--- src/rtl/core/cpc_pkg.sv ---
// Package: shared widths, power-of-ten table and control/status structs.
`timescale 1ns / 1ps
package cpc_pkg;

  localparam int VALUE_W        = 20;  // input value width
  localparam int NUM_W          = 24;  // rotated values stay below 10^7
  localparam int DIV_W          = 13;  // trial divisor, up to sqrt(2^24)
  localparam int REM_W          = DIV_W + 1;
  localparam int SQ_W           = 2 * DIV_W;
  localparam int BCNT_W         = 5;   // counts NUM_W divider steps
  localparam int DIG_W          = 4;   // digit count and rotation index
  localparam int DEF_MAX_DIGITS = 6;

  // 10^k for the digit counter and the rotation top digit
  function automatic logic [NUM_W-1:0] pow10(input logic [DIG_W-1:0] k);
    logic [NUM_W-1:0] r;
    case (k)
      4'd0:    r = NUM_W'(1);
      4'd1:    r = NUM_W'(10);
      4'd2:    r = NUM_W'(100);
      4'd3:    r = NUM_W'(1000);
      4'd4:    r = NUM_W'(10000);
      4'd5:    r = NUM_W'(100000);
      4'd6:    r = NUM_W'(1000000);
      4'd7:    r = NUM_W'(10000000);
      default: r = '1;
    endcase
    return r;
  endfunction

  // controller -> datapath
  typedef struct packed {
    logic load;        // capture new input value
    logic prime_init;  // divisor = 2, square = 4
    logic div_start;   // start a remainder computation
    logic div_step;    // one restoring-divide bit
    logic next_div;    // advance divisor and its square
    logic cnt_step;    // one digit-count compare
    logic lead_step;   // strip one unit of the leading digit
    logic rot_finish;  // shift left one digit, append lead
  } cmd_t;

  // datapath -> controller
  typedef struct packed {
    logic lt2;
    logic sq_gt;
    logic div_done;
    logic rem_zero;
    logic cnt_done;
    logic too_long;
    logic rot_last;
    logic lead_done;
  } sts_t;

endpackage

--- src/rtl/core/cpc_ctrl.sv ---
// Controller: sequences primality tests over the value and its rotations.
`timescale 1ns / 1ps
module cpc_ctrl import cpc_pkg::*; (
  input  logic clk,
  input  logic rst_n,
  input  logic in_valid,
  output logic in_ready,
  output logic out_valid,
  input  logic out_ready,
  output logic out_prime,
  output logic out_circular,
  input  sts_t sts,
  output cmd_t cmd
);

  typedef enum logic [2:0] {
    S_IDLE, S_PINIT, S_PCHK, S_DIV, S_CNT, S_RCHK, S_LEAD, S_OUT
  } state_t;

  state_t state_r, state_nxt;
  logic   rot_phase_r, rot_phase_nxt;  // 0: original value, 1: a rotation
  logic   prime_r, prime_nxt;
  logic   circ_r, circ_nxt;
  logic   valid_r, valid_nxt;

  always_comb begin
    state_nxt     = state_r;
    rot_phase_nxt = rot_phase_r;
    prime_nxt     = prime_r;
    circ_nxt      = circ_r;
    valid_nxt     = valid_r;
    cmd           = '0;
    case (state_r)
      S_IDLE: begin
        if (in_valid) begin
          cmd.load      = 1'b1;
          rot_phase_nxt = 1'b0;
          state_nxt     = S_PINIT;
        end
      end
      S_PINIT: begin
        cmd.prime_init = 1'b1;
        state_nxt      = S_PCHK;
      end
      S_PCHK: begin
        if (sts.lt2) begin
          // not prime
          if (!rot_phase_r) prime_nxt = 1'b0;
          circ_nxt  = 1'b0;
          valid_nxt = 1'b1;
          state_nxt = S_OUT;
        end else if (sts.sq_gt) begin
          // prime
          if (!rot_phase_r) begin
            prime_nxt     = 1'b1;
            rot_phase_nxt = 1'b1;
            state_nxt     = S_CNT;
          end else begin
            state_nxt = S_RCHK;
          end
        end else begin
          cmd.div_start = 1'b1;
          state_nxt     = S_DIV;
        end
      end
      S_DIV: begin
        if (sts.div_done) begin
          if (sts.rem_zero) begin
            if (!rot_phase_r) prime_nxt = 1'b0;
            circ_nxt  = 1'b0;
            valid_nxt = 1'b1;
            state_nxt = S_OUT;
          end else begin
            cmd.next_div = 1'b1;
            state_nxt    = S_PCHK;
          end
        end else begin
          cmd.div_step = 1'b1;
        end
      end
      S_CNT: begin
        if (sts.cnt_done) begin
          if (sts.too_long) begin
            circ_nxt  = 1'b0;
            valid_nxt = 1'b1;
            state_nxt = S_OUT;
          end else begin
            state_nxt = S_RCHK;
          end
        end else begin
          cmd.cnt_step = 1'b1;
        end
      end
      S_RCHK: begin
        if (sts.rot_last) begin
          circ_nxt  = 1'b1;
          valid_nxt = 1'b1;
          state_nxt = S_OUT;
        end else begin
          state_nxt = S_LEAD;
        end
      end
      S_LEAD: begin
        if (sts.lead_done) begin
          cmd.rot_finish = 1'b1;
          state_nxt      = S_PINIT;
        end else begin
          cmd.lead_step = 1'b1;
        end
      end
      S_OUT: begin
        if (out_ready) begin
          valid_nxt = 1'b0;
          state_nxt = S_IDLE;
        end
      end
      default: state_nxt = S_IDLE;
    endcase
  end

  // state and registered outputs
  always_ff @(posedge clk) begin
    if (!rst_n) begin
      state_r     <= S_IDLE;
      valid_r     <= 1'b0;
      rot_phase_r <= 1'b0;
    end else begin
      state_r     <= state_nxt;
      valid_r     <= valid_nxt;
      rot_phase_r <= rot_phase_nxt;
    end
    prime_r <= prime_nxt;
    circ_r  <= circ_nxt;
  end

  assign in_ready     = (state_r == S_IDLE);
  assign out_valid    = valid_r;
  assign out_prime    = prime_r;
  assign out_circular = circ_r;

endmodule

--- config.mk ---
export PLATFORM = sky130hd
export DESIGN_NAME = cpc_ctrl
export DESIGN_NICKNAME = d
export VERILOG_FILES = /design/src/rtl/core/cpc_pkg.sv /design/src/rtl/core/cpc_ctrl.sv
export SDC_FILE = /design/constraint.sdc
export NUM_CORES = 1
export LEC_CHECK = 0
export ABC_AREA = 1
export ABC_CLOCK_PERIOD_IN_PS = 1400
export BUFFER_PORTS_ARGS = -buffer_cell sky130_fd_sc_hd__clkbuf_2
export CAP_MARGIN = 30
export CORE_ASPECT_RATIO = 0.6
export CORE_UTILIZATION = 30
export CTS_CLUSTER_DIAMETER = 30
export DETAILED_ROUTE_END_ITERATION = 8
export GPL_TIMING_DRIVEN = 0
export RECOVER_POWER = 100
export SLEW_MARGIN = 25
export SYNTH_ARGS = -nofsm -noshare
export SYNTH_HDL_FRONTEND = slang
export SYNTH_SLANG_ARGS = --single-unit
--- constraint.sdc ---
create_clock -name clk -period 1.4 [get_ports clk]
set_input_delay 0 -clock clk [delete_from_list [all_inputs] [get_ports clk]]
set_output_delay 0 -clock clk [all_outputs]
set_load 0.03 [all_outputs]
# == Word-level counts from Yosys, hierarchy flattened ==
# Index checks and enable logic that the tools add are counted.
# word_totals
wordCells,87
out_inout_bits,12
register_bits,7
inputBits,12
# op_classes
reduce_logical,10
eq_ne,20
n_mux,52
# op_table
cell,count
$mux 1,36
$mux 3,8
$pmux 3 s8,1
$ne 2x2->1 const B,11
$eq 3x3->1 const B,4
$reduce_and 5->1,2
$reduce_and 8->1,1
$reduce_and 7->1,1
$eq 3x2->1 const B,2
$mux 2,3
$ne 3x3->1 const B,2
$pmux 1 s5,1
$reduce_bool 5->1,1
$pmux 1 s2,2
$pmux 1 s4,1
$reduce_and 4->1,1
$reduce_bool 2->1,2
$reduce_bool 4->1,1
$eq 3x1->1 const B,1
$logic_not 3->1,1

# == Longest topological paths before layout ==
# logic_depth
depth_word,4
ltp_mapped,10
depth_no_buf,9

# == Worst setup path after synthesis ==
# No wires, ideal clock.
# synth_path
path_type,flip-flop to output port
start,reg state_r[0]
end,out cmd[3] (netlist bit)
n_path_buf,1
arrival_time_ns,1.300
setup_slack_ns,0.100
required_ns,1.400
path_stages_with_launch,4
path_cell_list,dfxtp_1 -> buf_6 -> nand3_4 -> nor3_1
# synth_rtl
item,line_no,source
start: declaration,cpc_ctrl.sv:20,"state_t state_r, state_nxt;"
start signal: assignment,cpc_ctrl.sv:128,state_r <= state_nxt;
end: declaration,cpc_ctrl.sv:13,output cmd_t cmd

# == Final worst setup path ==
# layout_path
start,reg state_r[1]
end,"reg circ_r, in the netlist out_circular, enable pin"
# layout_between
elab_chain_len,3
elab_cells_between_ends,12
cone_classes,eq/ne: 10; reduce/logical: 2
# layout_rtl
item,line_no,source
$eq 3x3->1 or $eq 3x2->1 (tied branches),cpc_ctrl.sv:33,case (state_r)
$reduce_bool 4->1 (no source line) or $ne 2x2->1 (tied branches),n/a,
$reduce_and 7->1 (no source line) (*),n/a,
end signal: assignment,cpc_ctrl.sv:133,circ_r <= circ_nxt;
end: declaration,cpc_ctrl.sv:23,"logic circ_r, circ_nxt;"
# Mark *: on every way between the ends. The rest lies on a longest branch, timed or not.
# A chain may end at the register's enable or synchronous reset.

==> out/qor.yml <==
sta:
  finalCriticalPeriod_ns: 1.32
  fin_skew_ns: 0.000731
  slew_violations: 0
  tightest_slew_ns: 0.362
  max_freq_ghz: 0.759
  min_period_over_period: 0.941
  tns_ns: 0
  final-setup-viol-count: 0
  relSlewSlack: 0.760
  fin_ws_ns: 0.0825
  final_hold_viol_count: 0
  rsz0062_at_grt: "no"
route:
  routed_wl_um: 1830
  num_vias: 757
  drcViolationCount: 0
  ant_nets: 0
  via_per_inst: 4.51
  drt-pass1-iter-count: 4
  avgRoutedWirePerCell_um: 10.9
  first_iter_violations: 5
synthesis:
  synth_cells: 110
  synth_warnings: 0
  synth_nets: 122
  ys_seq_area_frac: 0.221
  yosys.area.top_type: "dfxtp_1"
  syn_area_per_cell_um2: 6.57
  yosys_most_used_dff: "dfxtp_1"
  ys_async_sr_fraction: 0
  synth_area_leaders: "dfxtp_1 14%, nand2_1 13%, inv_1 10%"
  synth_top_cell_area_share: 0.138
  synth-seq-cells: 7
  ys_types: 25
  syn_area_um2: 723
  synth_edf_count: 2
critical_path:
  worstSetupEndpointType: "register"
  timing.rr.start: "state_r[1]"
  start_kind: "register"
  worst-path-max-fanout: 5
  crit_arrival_ns: 1.25
  r2r_cells: 6
  rrSetupSlack_ns: 0.08
  path_class: "register to register"
  regToRegEndpoint: "out_circular"
  critical_path.startpoint: "state_r[1]"
  cp-endpoint: "out_circular"
  required_ns: 1.34
outcome:
  status: "finished, final reports clean"
final_layout:
  layout.nets: 151
  syn2layout_area_growth_pct: 27.5
  fill_cells: 255
  diodes: 0
  multiInputGateArea_um2: 445
  seq_area_um2: 163
  drive_above_1_share: 0.370
cts:
  root_buffer: "clkbuf_8"
  clkTransAtPathRegs_ns: 0.04
  clock-sinks: 7
  cts_tree: "yes"
  postCtsSetupBuffers: 0
  clock_latency_ns: 0.22
  cts.path.max_buffers: 2
  htree_levels: 1
  cts_buffers: 3
floorplan:
  coreArea_um2: 2210
  initial_core_util: 0.327
  pin_count: 24
  num_rows: 13
  die_area_um2: 2620
  fp.dieH_um: 40.0
  die_w_um: 65.4
flow_run:
  cap_violations: 0
power_and_ir_drop:
  ir_drop_mv: 0.863
  finalPower_mw: 2.07
  power_density_nw_per_um2: 2250
  power.leakage_nw: 0.526
min_path:
  hold_path.class: "input pin to register"
grt:
  grt_use_total: 0.158
  grt_pass1_wl_um: 2950
  grt_overflow: 0
  grt_pass1_vias: 686
  grt_antenna_before_repair: 0
  grt_max_degree: 11
placed_design:
  place_hpwl_um: 1490
  dp_slack_ns: 0.0244
  gp_congestion: 0.925
  port_buffers: 23
==> power breakdown <==
part	internal (mW)	total, mW	switching (mW)
combinational	0.457	1.42	0.961
sequential	0.306	0.370	0.0637
clock	0.197	0.285	0.0882
total	0.960	2.07	1.11
==> cell usage in the layout, fill, tap and decap left out, types with 3 or more instances in the layout <==
master    netlist  routed
clkbuf_1        0       5
nand2_1        26      27
nor3_1          4       4
clkbuf_2        0      19
nand2_2         3       3
nor2_4          3       4
nor2_2          7       5
nand3_1         7       7
nor2_1         10      11
clkbuf_8        0       3
nand3_2         3       3
buf_6           2       3
dfxtp_1         5       3
inv_1          20      20
==> state kept, by name, summed over array words and instances, names as in the netlist <==
signal        flops
out_valid         1
state_r           3
out_prime         1
out_circular      1
rot_phase_r       1
==> per-stage QoR <==
step	cells	area [um^2]	hold slack (ns)	utilization
after floorplan	110	723	0.112	-
after detailed placement	163	876	0.294	0.396
after CTS	167	921	0.0558	0.416
after global placement	163	876	0.299	0.396
after global routing	168	922	0.0777	0.417
final	168	922	0.0591	0.417
==> worst max-delay path, stage by stage (launching register included) <==
cell     delay [ns]
dfxtp_2        0.33
buf_2          0.16
nand4_2        0.12
nand2_1        0.10
nor2_4         0.15
nand2_1        0.06
nor2_1         0.09
==> synth_stat cells, types with 2 or more instances <==
cell	number
nor2_4	3
dfxtp_1	5
a21oi_1	2
nor2_1	10
nand4_1	2
nand2_4	2
inv_1	20
nand3_1	7
nand2_2	3
inv_2	2
nor3_1	4
o21ai_0	2
buf_6	2
nand3_2	3
nand2_1	26
nor2_2	7
edfxtp_1	2
==> cells by family after synthesis <==
family	after synthesis	synth area share
AO/OA/AOI/OAI	8	0.0779
buffers and inverters	25	0.156
flip-flops	7	0.221
AND/OR/NAND/NOR	70	0.545
==> final cells by class <==
cell class / instances / share of cell area
buffer: 3 / 0.0366
clock buffer: 4 / 0.0488
inverter: 22 / 0.0896
multi-input combinational: 78 / 0.483
sequential: 7 / 0.176
tap: 30 / 0.0407
timing repair buffer: 24 / 0.125
==> repair_timing <==
action | in CTS | in global routing
resized for setup | 0 | 5
hold buffers | 0 | 0
setup endpoints to repair | 0 | 5
==> layer usage <==
| layer | global-route usage | wire (um) | vias up |
|---|---|---|---|
| met1 | 0.211 | 897 | 331 |
| li1 | - | - | 397 |
| met2 | 0.247 | 741 | 29 |
| met5 | 0 | 0 | - |
| met3 | 0.0682 | 189 | 0 |
| met4 | 0.00543 | 0 | 0 |
==> how the worst min path moves through the flow <==
stage / startpoint / to / slack (ns) / depth (start not counted)
2_1_floorplan: sts[6] / cmd[5] / 0.11 / 1
3_3_place_gp: rst_n / state_r[2] / 0.30 / 3
3_5_place_dp: rst_n / state_r[2] / 0.29 / 3
4_1_cts: rst_n / state_r[2] / 0.06 / 3
5_1_grt: rst_n / state_r[2] / 0.08 / 3
6_report: rst_n / state_r[2] / 0.06 / 3
No activity file was read; power rests on OpenSTA's default activity.
